==> src/rtl/sfs_pkg.sv <==
// shared types, constants and the crc-32 byte step for the scope frame serializer
package sfs_pkg;

    // frame format constants
    localparam logic [31:0] MAGIC_WORD     = 32'h1234_5678;
    localparam logic [7:0]  FORMAT_VERSION = 8'd1;

    // reflected crc-32
    localparam logic [31:0] CRC_INIT = 32'hFFFF_FFFF;
    localparam logic [31:0] CRC_POLY = 32'hEDB8_8320;

    // default depth of the command queue between front and back
    localparam int QUEUE_DEPTH = 2;

    // configuration register indexes
    localparam logic [2:0] CFG_DECIMATION      = 3'd0;
    localparam logic [2:0] CFG_PRETRIGGER_LEN  = 3'd1;
    localparam logic [2:0] CFG_POSTTRIGGER_LEN = 3'd2;
    localparam logic [2:0] CFG_TRIGGER_LEVEL   = 3'd3;
    localparam logic [2:0] CFG_FRONT_ATTEN     = 3'd4;
    localparam logic [2:0] CFG_FRONT_FLAGS     = 3'd5;
    localparam logic [2:0] CFG_AMP_ATTEN       = 3'd6;
    localparam logic [2:0] CFG_OFFSET_DAC_CODE = 3'd7;

    // result kind carried on the output tuser
    typedef enum logic [1:0] {
        ST_DATA  = 2'd0,
        ST_ZERO  = 2'd1,
        ST_ABORT = 2'd2
    } status_t;

    // one classified transaction handed from front to back
    typedef struct packed {
        logic        abort;     // abort marker for the frame left open
        logic        zero;      // zero-count error marker
        logic        header;    // emit the 36-byte header
        logic        column;    // emit the four column bytes
        logic        trailer;   // emit the crc after the column
        logic [15:0] column_count;
        logic [7:0]  frame_flags;
        logic [31:0] sequence_num;
        logic [31:0] sample_total;
        logic [31:0] trigger_index;
        logic [15:0] overrange_total;
        logic [15:0] low_value;
        logic [15:0] high_value;
    } cmd_t;

    // feed one byte into the reflected crc
    function automatic logic [31:0] crc32_byte(logic [31:0] crc, logic [7:0] data);
        logic [31:0] c;
        c = crc ^ {24'd0, data};
        for (int b = 0; b < 8; b++)
        begin
            c = c[0] ? ((c >> 1) ^ CRC_POLY) : (c >> 1);
        end
        return c;
    endfunction

endpackage

==> src/rtl/scope_frame_serializer_crc32_core.sv <==
// top level of the scope frame serializer with crc-32 trailer
// an accepted command goes into the command queue, from which an idle back end loads its first byte
// into the output register; while m_tready holds, one output byte per cycle: a column gives 4 bytes
//   (8 when it closes the frame), a start 40 (44 with its trailer), a marker 1, an ignored column 0
// input is taken while the command queue has room, so the front runs ahead of the output
// reset: asynchronous active-low rst_n clears queue, frame tracking and config, crc to all ones
module scope_frame_serializer_crc32_core #(
    parameter int QUEUE_DEPTH = sfs_pkg::QUEUE_DEPTH
) (
    input  logic         clk,
    input  logic         rst_n,
    // tdata: column_count, frame_flags, sequence_num, sample_total, trigger_index,
    //        overrange_total, low_value, high_value
    input  logic [167:0] s_tdata,
    // tuser: frame_start
    input  logic [0:0]   s_tuser,
    input  logic         s_tvalid,
    output logic         s_tready,
    // tdata: data_byte
    output logic [7:0]   m_tdata,
    // tuser: status
    output logic [1:0]   m_tuser,
    output logic         m_tlast,
    output logic         m_tvalid,
    input  logic         m_tready,
    input  logic         cfg_we,
    input  logic [2:0]   cfg_index,
    input  logic [15:0]  cfg_wdata
);

    sfs_pkg::cmd_t push_cmd;
    sfs_pkg::cmd_t head_cmd;
    logic          q_push;
    logic          q_full;
    logic          q_pop;
    logic          q_empty;

    // classify input transactions
    sfs_front u_front (
        .clk      (clk),
        .rst_n    (rst_n),
        .s_tvalid (s_tvalid),
        .s_tready (s_tready),
        .s_tdata  (s_tdata),
        .s_tuser  (s_tuser),
        .q_full   (q_full),
        .q_push   (q_push),
        .q_cmd    (push_cmd)
    );

    // decoupling queue
    sfs_queue #(
        .DEPTH (QUEUE_DEPTH)
    ) u_queue (
        .clk      (clk),
        .rst_n    (rst_n),
        .push     (q_push),
        .push_cmd (push_cmd),
        .full     (q_full),
        .pop      (q_pop),
        .head_cmd (head_cmd),
        .empty    (q_empty)
    );

    // byte serializer
    sfs_back u_back (
        .clk       (clk),
        .rst_n     (rst_n),
        .cfg_we    (cfg_we),
        .cfg_index (cfg_index),
        .cfg_wdata (cfg_wdata),
        .head_cmd  (head_cmd),
        .q_empty   (q_empty),
        .q_pop     (q_pop),
        .m_tvalid  (m_tvalid),
        .m_tready  (m_tready),
        .m_tdata   (m_tdata),
        .m_tlast   (m_tlast),
        .m_tuser   (m_tuser)
    );

`ifndef SYNTH
    // the front never pushes into a full queue
    assert property (@(posedge clk) disable iff (!rst_n) q_push |-> !q_full)
        else $error("command pushed into full queue");

    // retiring a command always leaves its final byte in the output register
    assert property (@(posedge clk) disable iff (!rst_n) q_pop |=> m_tvalid)
        else $error("command retired without output byte");

    // marker results end the frame and carry a zero byte
    assert property (@(posedge clk) disable iff (!rst_n)
        (m_tvalid && m_tuser != sfs_pkg::ST_DATA) |-> (m_tlast && m_tdata == 8'd0))
        else $error("marker result malformed");
`endif

endmodule

==> src/rtl/sfs_front.sv <==
// front end: accepts input transactions, tracks the open frame and builds commands
module sfs_front (
    input  logic               clk,
    input  logic               rst_n,
    input  logic               s_tvalid,
    output logic               s_tready,
    input  logic [167:0]       s_tdata,
    input  logic [0:0]         s_tuser,
    input  logic               q_full,
    output logic               q_push,
    output sfs_pkg::cmd_t      q_cmd
);

    logic        frame_open_reg, frame_open_next;
    logic [15:0] columns_left_reg, columns_left_next;
    logic        accept;
    logic        start;
    logic [15:0] count;
    logic [15:0] left_minus_one;
    logic [15:0] count_minus_one;

    assign s_tready = !q_full;
    assign accept   = s_tvalid && s_tready;
    assign start    = s_tuser[0];
    assign count    = s_tdata[15:0];

    assign left_minus_one  = columns_left_reg - 16'd1;
    assign count_minus_one = count - 16'd1;

    // classify the transaction and update frame tracking
    always_comb
    begin
        q_cmd                 = '0;
        q_cmd.column_count    = count;
        q_cmd.frame_flags     = s_tdata[23:16];
        q_cmd.sequence_num    = s_tdata[55:24];
        q_cmd.sample_total    = s_tdata[87:56];
        q_cmd.trigger_index   = s_tdata[119:88];
        q_cmd.overrange_total = s_tdata[135:120];
        q_cmd.low_value       = s_tdata[151:136];
        q_cmd.high_value      = s_tdata[167:152];
        q_push                = 1'b0;
        frame_open_next       = frame_open_reg;
        columns_left_next     = columns_left_reg;
        if (accept)
        begin
            if (start)
            begin
                q_push      = 1'b1;
                q_cmd.abort = frame_open_reg;
                if (count == 16'd0)
                begin
                    q_cmd.zero        = 1'b1;
                    frame_open_next   = 1'b0;
                    columns_left_next = 16'd0;
                end
                else
                begin
                    q_cmd.header      = 1'b1;
                    q_cmd.column      = 1'b1;
                    q_cmd.trailer     = (count_minus_one == 16'd0);
                    frame_open_next   = (count_minus_one != 16'd0);
                    columns_left_next = count_minus_one;
                end
            end
            else if (frame_open_reg)
            begin
                // a column with no open frame is dropped here
                q_push            = 1'b1;
                q_cmd.column      = 1'b1;
                q_cmd.trailer     = (left_minus_one == 16'd0);
                frame_open_next   = (left_minus_one != 16'd0);
                columns_left_next = left_minus_one;
            end
        end
    end

    // frame tracking state
    always_ff @(posedge clk or negedge rst_n)
    begin
        if (!rst_n)
        begin
            frame_open_reg   <= 1'b0;
            columns_left_reg <= 16'd0;
        end
        else
        begin
            frame_open_reg   <= frame_open_next;
            columns_left_reg <= columns_left_next;
        end
    end

endmodule

==> src/rtl/sfs_queue.sv <==
// short command queue between the front and back ends
module sfs_queue #(
    parameter int DEPTH = sfs_pkg::QUEUE_DEPTH
) (
    input  logic          clk,
    input  logic          rst_n,
    input  logic          push,
    input  sfs_pkg::cmd_t push_cmd,
    output logic          full,
    input  logic          pop,
    output sfs_pkg::cmd_t head_cmd,
    output logic          empty
);

    localparam int PW = (DEPTH > 1) ? $clog2(DEPTH) : 1;
    localparam int CW = $clog2(DEPTH + 1);

    sfs_pkg::cmd_t  store_reg [DEPTH];
    logic [PW-1:0]  wr_ptr_reg, wr_ptr_next;
    logic [PW-1:0]  rd_ptr_reg, rd_ptr_next;
    logic [CW-1:0]  count_reg, count_next;
    logic           do_push;
    logic           do_pop;

    assign full     = (count_reg == CW'(DEPTH));
    assign empty    = (count_reg == '0);
    assign do_push  = push && !full;
    assign do_pop   = pop && !empty;
    assign head_cmd = store_reg[rd_ptr_reg];

    // pointer and fill count
    always_comb
    begin
        wr_ptr_next = wr_ptr_reg;
        rd_ptr_next = rd_ptr_reg;
        count_next  = count_reg;
        if (do_push)
        begin
            wr_ptr_next = (wr_ptr_reg == PW'(DEPTH - 1)) ? '0 : wr_ptr_reg + 1'b1;
        end
        if (do_pop)
        begin
            rd_ptr_next = (rd_ptr_reg == PW'(DEPTH - 1)) ? '0 : rd_ptr_reg + 1'b1;
        end
        if (do_push && !do_pop)
        begin
            count_next = count_reg + 1'b1;
        end
        else if (do_pop && !do_push)
        begin
            count_next = count_reg - 1'b1;
        end
    end

    always_ff @(posedge clk or negedge rst_n)
    begin
        if (!rst_n)
        begin
            wr_ptr_reg <= '0;
            rd_ptr_reg <= '0;
            count_reg  <= '0;
        end
        else
        begin
            wr_ptr_reg <= wr_ptr_next;
            rd_ptr_reg <= rd_ptr_next;
            count_reg  <= count_next;
        end
    end

    // entry storage
    always_ff @(posedge clk)
    begin
        if (do_push)
        begin
            store_reg[wr_ptr_reg] <= push_cmd;
        end
    end

endmodule

==> src/rtl/sfs_back.sv <==
// back end: walks each command byte by byte, keeps the crc and drives the output register
module sfs_back (
    input  logic          clk,
    input  logic          rst_n,
    input  logic          cfg_we,
    input  logic [2:0]    cfg_index,
    input  logic [15:0]   cfg_wdata,
    input  sfs_pkg::cmd_t head_cmd,
    input  logic          q_empty,
    output logic          q_pop,
    output logic          m_tvalid,
    input  logic          m_tready,
    output logic [7:0]    m_tdata,
    output logic          m_tlast,
    output logic [1:0]    m_tuser
);

    // byte positions within one command
    localparam logic [5:0] POS_ABORT     = 6'd0;
    localparam logic [5:0] POS_ZERO      = 6'd1;
    localparam logic [5:0] POS_HDR_FIRST = 6'd2;
    localparam logic [5:0] POS_CRC_FIRST = 6'd6;
    localparam logic [5:0] POS_HDR_LAST  = 6'd37;
    localparam logic [5:0] POS_COL_FIRST = 6'd38;
    localparam logic [5:0] POS_COL_LAST  = 6'd41;
    localparam logic [5:0] POS_TRL_FIRST = 6'd42;
    localparam logic [5:0] POS_TRL_LAST  = 6'd45;
    localparam logic [5:0] POS_END       = 6'd46;

    logic [15:0] decimation_reg;
    logic [15:0] pretrigger_len_reg;
    logic [15:0] posttrigger_len_reg;
    logic [15:0] trigger_level_reg;
    logic [7:0]  front_atten_reg;
    logic [7:0]  front_flags_reg;
    logic [7:0]  amp_atten_reg;
    logic [15:0] offset_dac_code_reg;

    logic [31:0] crc_accum_reg;
    logic [5:0]  pos_reg;
    logic        m_tvalid_reg;
    logic [7:0]  m_tdata_reg;
    logic        m_tlast_reg;
    logic [1:0]  m_tuser_reg;

    logic         out_ready;
    logic         emit;
    logic [5:0]   cur;
    logic [5:0]   after;
    logic [5:0]   sel;
    logic         marker;
    logic [287:0] hdr_bits;
    logic [351:0] frame_bits;
    logic [7:0]   byte_next;
    logic         last_next;
    logic [1:0]   user_next;

    // first enabled byte position at or after q
    function automatic logic [5:0] first_from(logic [5:0] q, sfs_pkg::cmd_t c);
        logic [5:0] r;
        r = POS_END;
        if (c.trailer && q <= POS_TRL_LAST)
        begin
            r = (q > POS_TRL_FIRST) ? q : POS_TRL_FIRST;
        end
        if (c.column && q <= POS_COL_LAST)
        begin
            r = (q > POS_COL_FIRST) ? q : POS_COL_FIRST;
        end
        if (c.header && q <= POS_HDR_LAST)
        begin
            r = (q > POS_HDR_FIRST) ? q : POS_HDR_FIRST;
        end
        if (c.zero && q <= POS_ZERO)
        begin
            r = POS_ZERO;
        end
        if (c.abort && q == POS_ABORT)
        begin
            r = POS_ABORT;
        end
        return r;
    endfunction

    // configuration registers
    always_ff @(posedge clk or negedge rst_n)
    begin
        if (!rst_n)
        begin
            decimation_reg      <= 16'd0;
            pretrigger_len_reg  <= 16'd0;
            posttrigger_len_reg <= 16'd0;
            trigger_level_reg   <= 16'd0;
            front_atten_reg     <= 8'd0;
            front_flags_reg     <= 8'd0;
            amp_atten_reg       <= 8'd0;
            offset_dac_code_reg <= 16'd0;
        end
        else if (cfg_we)
        begin
            unique case (cfg_index)
                sfs_pkg::CFG_DECIMATION:      decimation_reg      <= cfg_wdata;
                sfs_pkg::CFG_PRETRIGGER_LEN:  pretrigger_len_reg  <= cfg_wdata;
                sfs_pkg::CFG_POSTTRIGGER_LEN: posttrigger_len_reg <= cfg_wdata;
                sfs_pkg::CFG_TRIGGER_LEVEL:   trigger_level_reg   <= cfg_wdata;
                sfs_pkg::CFG_FRONT_ATTEN:     front_atten_reg     <= cfg_wdata[7:0];
                sfs_pkg::CFG_FRONT_FLAGS:     front_flags_reg     <= cfg_wdata[7:0];
                sfs_pkg::CFG_AMP_ATTEN:       amp_atten_reg       <= cfg_wdata[7:0];
                sfs_pkg::CFG_OFFSET_DAC_CODE: offset_dac_code_reg <= cfg_wdata;
                default: ;
            endcase
        end
    end

    // sequencing over the byte positions of the head command
    assign out_ready = !m_tvalid_reg || m_tready;
    assign emit      = !q_empty && out_ready;
    assign cur       = first_from(pos_reg, head_cmd);
    assign after     = first_from(cur + 6'd1, head_cmd);
    assign q_pop     = emit && (after == POS_END);

    // frame bytes, first byte in the low bits
    assign hdr_bits = {offset_dac_code_reg, 8'h00, amp_atten_reg, front_flags_reg,
                       front_atten_reg, head_cmd.overrange_total, trigger_level_reg,
                       head_cmd.trigger_index, posttrigger_len_reg, pretrigger_len_reg,
                       decimation_reg, head_cmd.sample_total, head_cmd.sequence_num,
                       head_cmd.column_count, head_cmd.frame_flags,
                       sfs_pkg::FORMAT_VERSION, sfs_pkg::MAGIC_WORD};
    assign frame_bits = {~crc_accum_reg, head_cmd.high_value, head_cmd.low_value, hdr_bits};

    // byte select and result kind
    always_comb
    begin
        marker    = (cur == POS_ABORT) || (cur == POS_ZERO);
        sel       = marker ? 6'd0 : cur - POS_HDR_FIRST;
        byte_next = marker ? 8'd0 : frame_bits[{sel, 3'b000} +: 8];
        last_next = marker || (cur == POS_TRL_LAST);
        if (cur == POS_ABORT)
        begin
            user_next = sfs_pkg::ST_ABORT;
        end
        else if (cur == POS_ZERO)
        begin
            user_next = sfs_pkg::ST_ZERO;
        end
        else
        begin
            user_next = sfs_pkg::ST_DATA;
        end
    end

    // position, crc and output valid
    always_ff @(posedge clk or negedge rst_n)
    begin
        if (!rst_n)
        begin
            pos_reg       <= POS_ABORT;
            crc_accum_reg <= sfs_pkg::CRC_INIT;
            m_tvalid_reg  <= 1'b0;
        end
        else
        begin
            if (emit)
            begin
                pos_reg      <= q_pop ? POS_ABORT : cur + 6'd1;
                m_tvalid_reg <= 1'b1;
                if (cur == POS_HDR_FIRST)
                begin
                    crc_accum_reg <= sfs_pkg::CRC_INIT;
                end
                else if (cur >= POS_CRC_FIRST && cur <= POS_COL_LAST)
                begin
                    crc_accum_reg <= sfs_pkg::crc32_byte(crc_accum_reg, byte_next);
                end
            end
            else if (m_tready)
            begin
                m_tvalid_reg <= 1'b0;
            end
        end
    end

    // output payload
    always_ff @(posedge clk)
    begin
        if (emit)
        begin
            m_tdata_reg <= byte_next;
            m_tlast_reg <= last_next;
            m_tuser_reg <= user_next;
        end
    end

    assign m_tvalid = m_tvalid_reg;
    assign m_tdata  = m_tdata_reg;
    assign m_tlast  = m_tlast_reg;
    assign m_tuser  = m_tuser_reg;

endmodule

==> config.mk <==
export PLATFORM = sky130hd
export DESIGN_NAME = scope_frame_serializer_crc32_core
export DESIGN_NICKNAME = d
export VERILOG_FILES = /design/src/rtl/sfs_pkg.sv /design/src/rtl/scope_frame_serializer_crc32_core.sv /design/src/rtl/sfs_front.sv /design/src/rtl/sfs_queue.sv /design/src/rtl/sfs_back.sv
export SDC_FILE = /design/constraint.sdc
export NUM_CORES = 1
export LEC_CHECK = 0
export BUFFER_PORTS_ARGS = -buffer_cell sky130_fd_sc_hd__clkbuf_2
export CAP_MARGIN = 15
export CORE_UTILIZATION = 40
export DETAILED_ROUTE_END_ITERATION = 7
export GPL_TIMING_DRIVEN = 0
export PLACE_DENSITY = 0.68
export SLEW_MARGIN = 30
export SYNTH_ARGS = -nofsm -noshare
export SYNTH_HDL_FRONTEND = slang
export SYNTH_SLANG_ARGS = --single-unit
==> constraint.sdc <==
create_clock -name clk -period 12.1 [get_ports clk]
set_input_delay 1.21 -clock clk [delete_from_list [all_inputs] [get_ports clk]]
set_output_delay 1.21 -clock clk [all_outputs]
set_load 0.01 [all_outputs]
==> results.md <==
- Outcome: finished clean
- Die width: 249.3 µm
- Post-Synth Simple-Gate Area: 8.206%
- Vias in the first global route: 17,280
- Syn Nets: 2,032
- Ys flop type: edfxtp_1
- Remaining DRCs: 0
- Ys async rst share: 31.48%
- Routability cong.: 0.9471
- Crit Path Class: reg2reg
- Fmax: 102.1 MHz
- Die Y: 249.3 µm
- RSZ-0062 raised after global routing: false
- Post-route ant nets: 0
- Mapped Cells: 1,824
- Post-Syn Area per Cell: 13.42 µm²
- Share of cells above drive strength 1: 27.86%
- DP HPWL: 56.69 mm
- CTS tree: built
- Initial antenna violation count: 5
- Max-slew violation count: 0
- Tcrit/Tclk final: 80.96%
- Synth cell types: 102
- Post-synthesis mux area share: 12.12%
- Worst-path fanout max: 12
- Bufs on Longest Clock Path: 3
- Resized Gates After CTS: 0
- H-tree Lvls: 2
- CTS Buf Count: 54
- # port buffers: 201
- Mapped cell area: 24,470 µm²
- Clock Pin Slew Worst Setup and Hold Paths: 0.06 ns
- Hold bufs inserted after CTS: 0
- EDFF count, synth: 357
- Overflow left after global routing: 0
- Slowest stage delay, CP: 0.76 ns
- Die area: 62,170 µm²
- Tot GR Track Use: 24.96%
- Crit path max-delay family: buffers and inverters
- Routed vias: 17,640
- Critical Path Start Type: register
- I/O pin cnt: 206
- Detailed-route wire length: 77.98 mm
- Largest net degree at the start of global routing: 76
- Final setup viols: 0
- Max reg flops: 346
- Slew HR: 26.99%
- Synth Area in XOR/XNOR: 4.295%
- Worst path required time: 12.65 ns
- P&R area growth vs syn: 17.79%
- DR vias/cell: 6.024
- Largest family of logic cells by synthesized area: multiplexers
- Total clock sinks: 521
- Synth Area in Compound Gates: 11.36%
- Setup TNS: 0 ns
- Yosys reg bits: 521
- Clock Skews: 0.04602 ns
- WP data arrival: 10.35 ns
- Global-route wire length before repair: 115.0 mm
- Clock Latency Late Sink: 0.65 ns
- Initial core utilization: 40.54%
- Hold crit path type: in2async
- Crit path max-delay cell type: clkbuf_1
- Min cycle time layout: 9.797 ns
- Core Footprint: 60,360 µm²
- Post-synthesis sequential area ratio: 60.74%
- Count of final hold-check violations: 0
- Worst hold slack: 0.4730 ns
- Row cnt: 90
- Worst path bufs/invs: 9
- Max capacitance violation total: 0
- Slew @ Worst Pin: 1.095 ns
- Nets: 2,310
- Post-Synth Adder-Cell Area: 0.7669%
- Warnings from Yosys: 0
- Starting DRC count in detailed routing: 1,977
- Drt first pass iters: 5
- WL/cell: 26.62 µm
- Clock root cell: clkbuf_16
- CP Capture Type: register
- Cell mode on critical path: clkbuf_1
- Postcts setup bufs: 0
placed cells by master, fill, tap and decap left out, types with 33 or more instances in the layout:
| master | count |
|---|---|
| a21oi_1 | 99 |
| buf_2 | 36 |
| clkbuf_1 | 57 |
| clkbuf_16 | 54 |
| clkbuf_2 | 204 |
| dfrtp_1 | 132 |
| edfxtp_1 | 357 |
| mux2_2 | 128 |
| mux2i_1 | 77 |
| mux4_2 | 33 |
| nand2_1 | 135 |
| nand3_1 | 55 |
| nor2_1 | 96 |
| nor3_1 | 35 |
| o21ai_0 | 48 |
| xnor2_1 | 52 |
synth_stat cells, types with 39 or more instances:
| cell | n | area, µm² |
|---|---|---|
| nor3_1 | 39 | 195.2 |
| nand2_1 | 135 | 506.7 |
| xnor2_1 | 52 | 455.4 |
| o21ai_0 | 49 | 245.2 |
| dfrtp_1 | 132 | 3303 |
| nor2_1 | 97 | 364.1 |
| a21oi_1 | 99 | 495.5 |
| mux2i_1 | 77 | 770.7 |
| edfxtp_1 | 357 | 10720 |
| mux2_2 | 128 | 1441 |
| nand3_1 | 55 | 275.3 |
| clkbuf_1 | 49 | 183.9 |
per-stage QoR:
| step | utilization, % | instance area, µm² | instances | setup slack (ns) |
|---|---|---|---|---|
| after floorplan | - | 24470 | 1824 | 2.412 |
| after global routing | 47.75 | 28820 | 2929 | 2.062 |
| after CTS | 47.72 | 28800 | 2924 | 2.821 |
| after global placement | 43.83 | 26460 | 2807 | -1.641 |
| after detailed placement | 44.66 | 26960 | 2827 | 2.850 |
| final | 47.75 | 28820 | 2929 | 2.303 |
kinds of logic (layout without fill, tap and decap cells):
kind of cell	after synthesis	in the layout
other	0	4
adder cells (fa/ha/maj)	15	15
flip-flops	521	521
buffers and inverters	136	455
XOR/XNOR	95	95
multiplexers	239	239
AO/OA/AOI/OAI	396	396
AND/OR/NAND/NOR	422	422
cell type report:
cell class / instances / area (µm²)
clock inverters: 34 / 462.9
flip-flops and latches: 521 / 14860
repair buffers: 222 / 1441
fillers: 5271 / 31530
well taps: 782 / 978.4
multi-input cells: 1167 / 9065
diodes: 4 / 10.01
clock buffers: 63 / 1385
inverters: 29 / 108.9
plain buffers: 107 / 508.0
layer usage:
metal	vias up	share of wire [%]	global-route usage, %
li1	7565	-	-
met1	8878	42	34.72
met2	999	45	38.29
met3	200	8.5	4.869
met4	2	4.1	10.26
met5	-	0.017	0
path summary, 6_finish.rpt:
check	from	end	slack, ns	cells after the start
max in group asynchronous	rst_n	u_back.front_atten_reg[0]	10.58	3
min	rst_n	u_front.columns_left_reg[3]	0.47	1
max	u_back.pos_reg[2]	u_back.crc_accum_reg[5]	2.30	28
min reg2reg	u_back.posttrigger_len_reg[7]	u_back.posttrigger_len_reg[7]	0.50	1
min in group clk	u_back.posttrigger_len_reg[7]	u_back.posttrigger_len_reg[7]	0.50	1
max reg2reg	u_back.pos_reg[2]	u_back.crc_accum_reg[5]	2.30	28
Power is left out: the tool's default activity adds up to more than one toggle a clock period on the data nets, which glitch-free logic cannot reach.
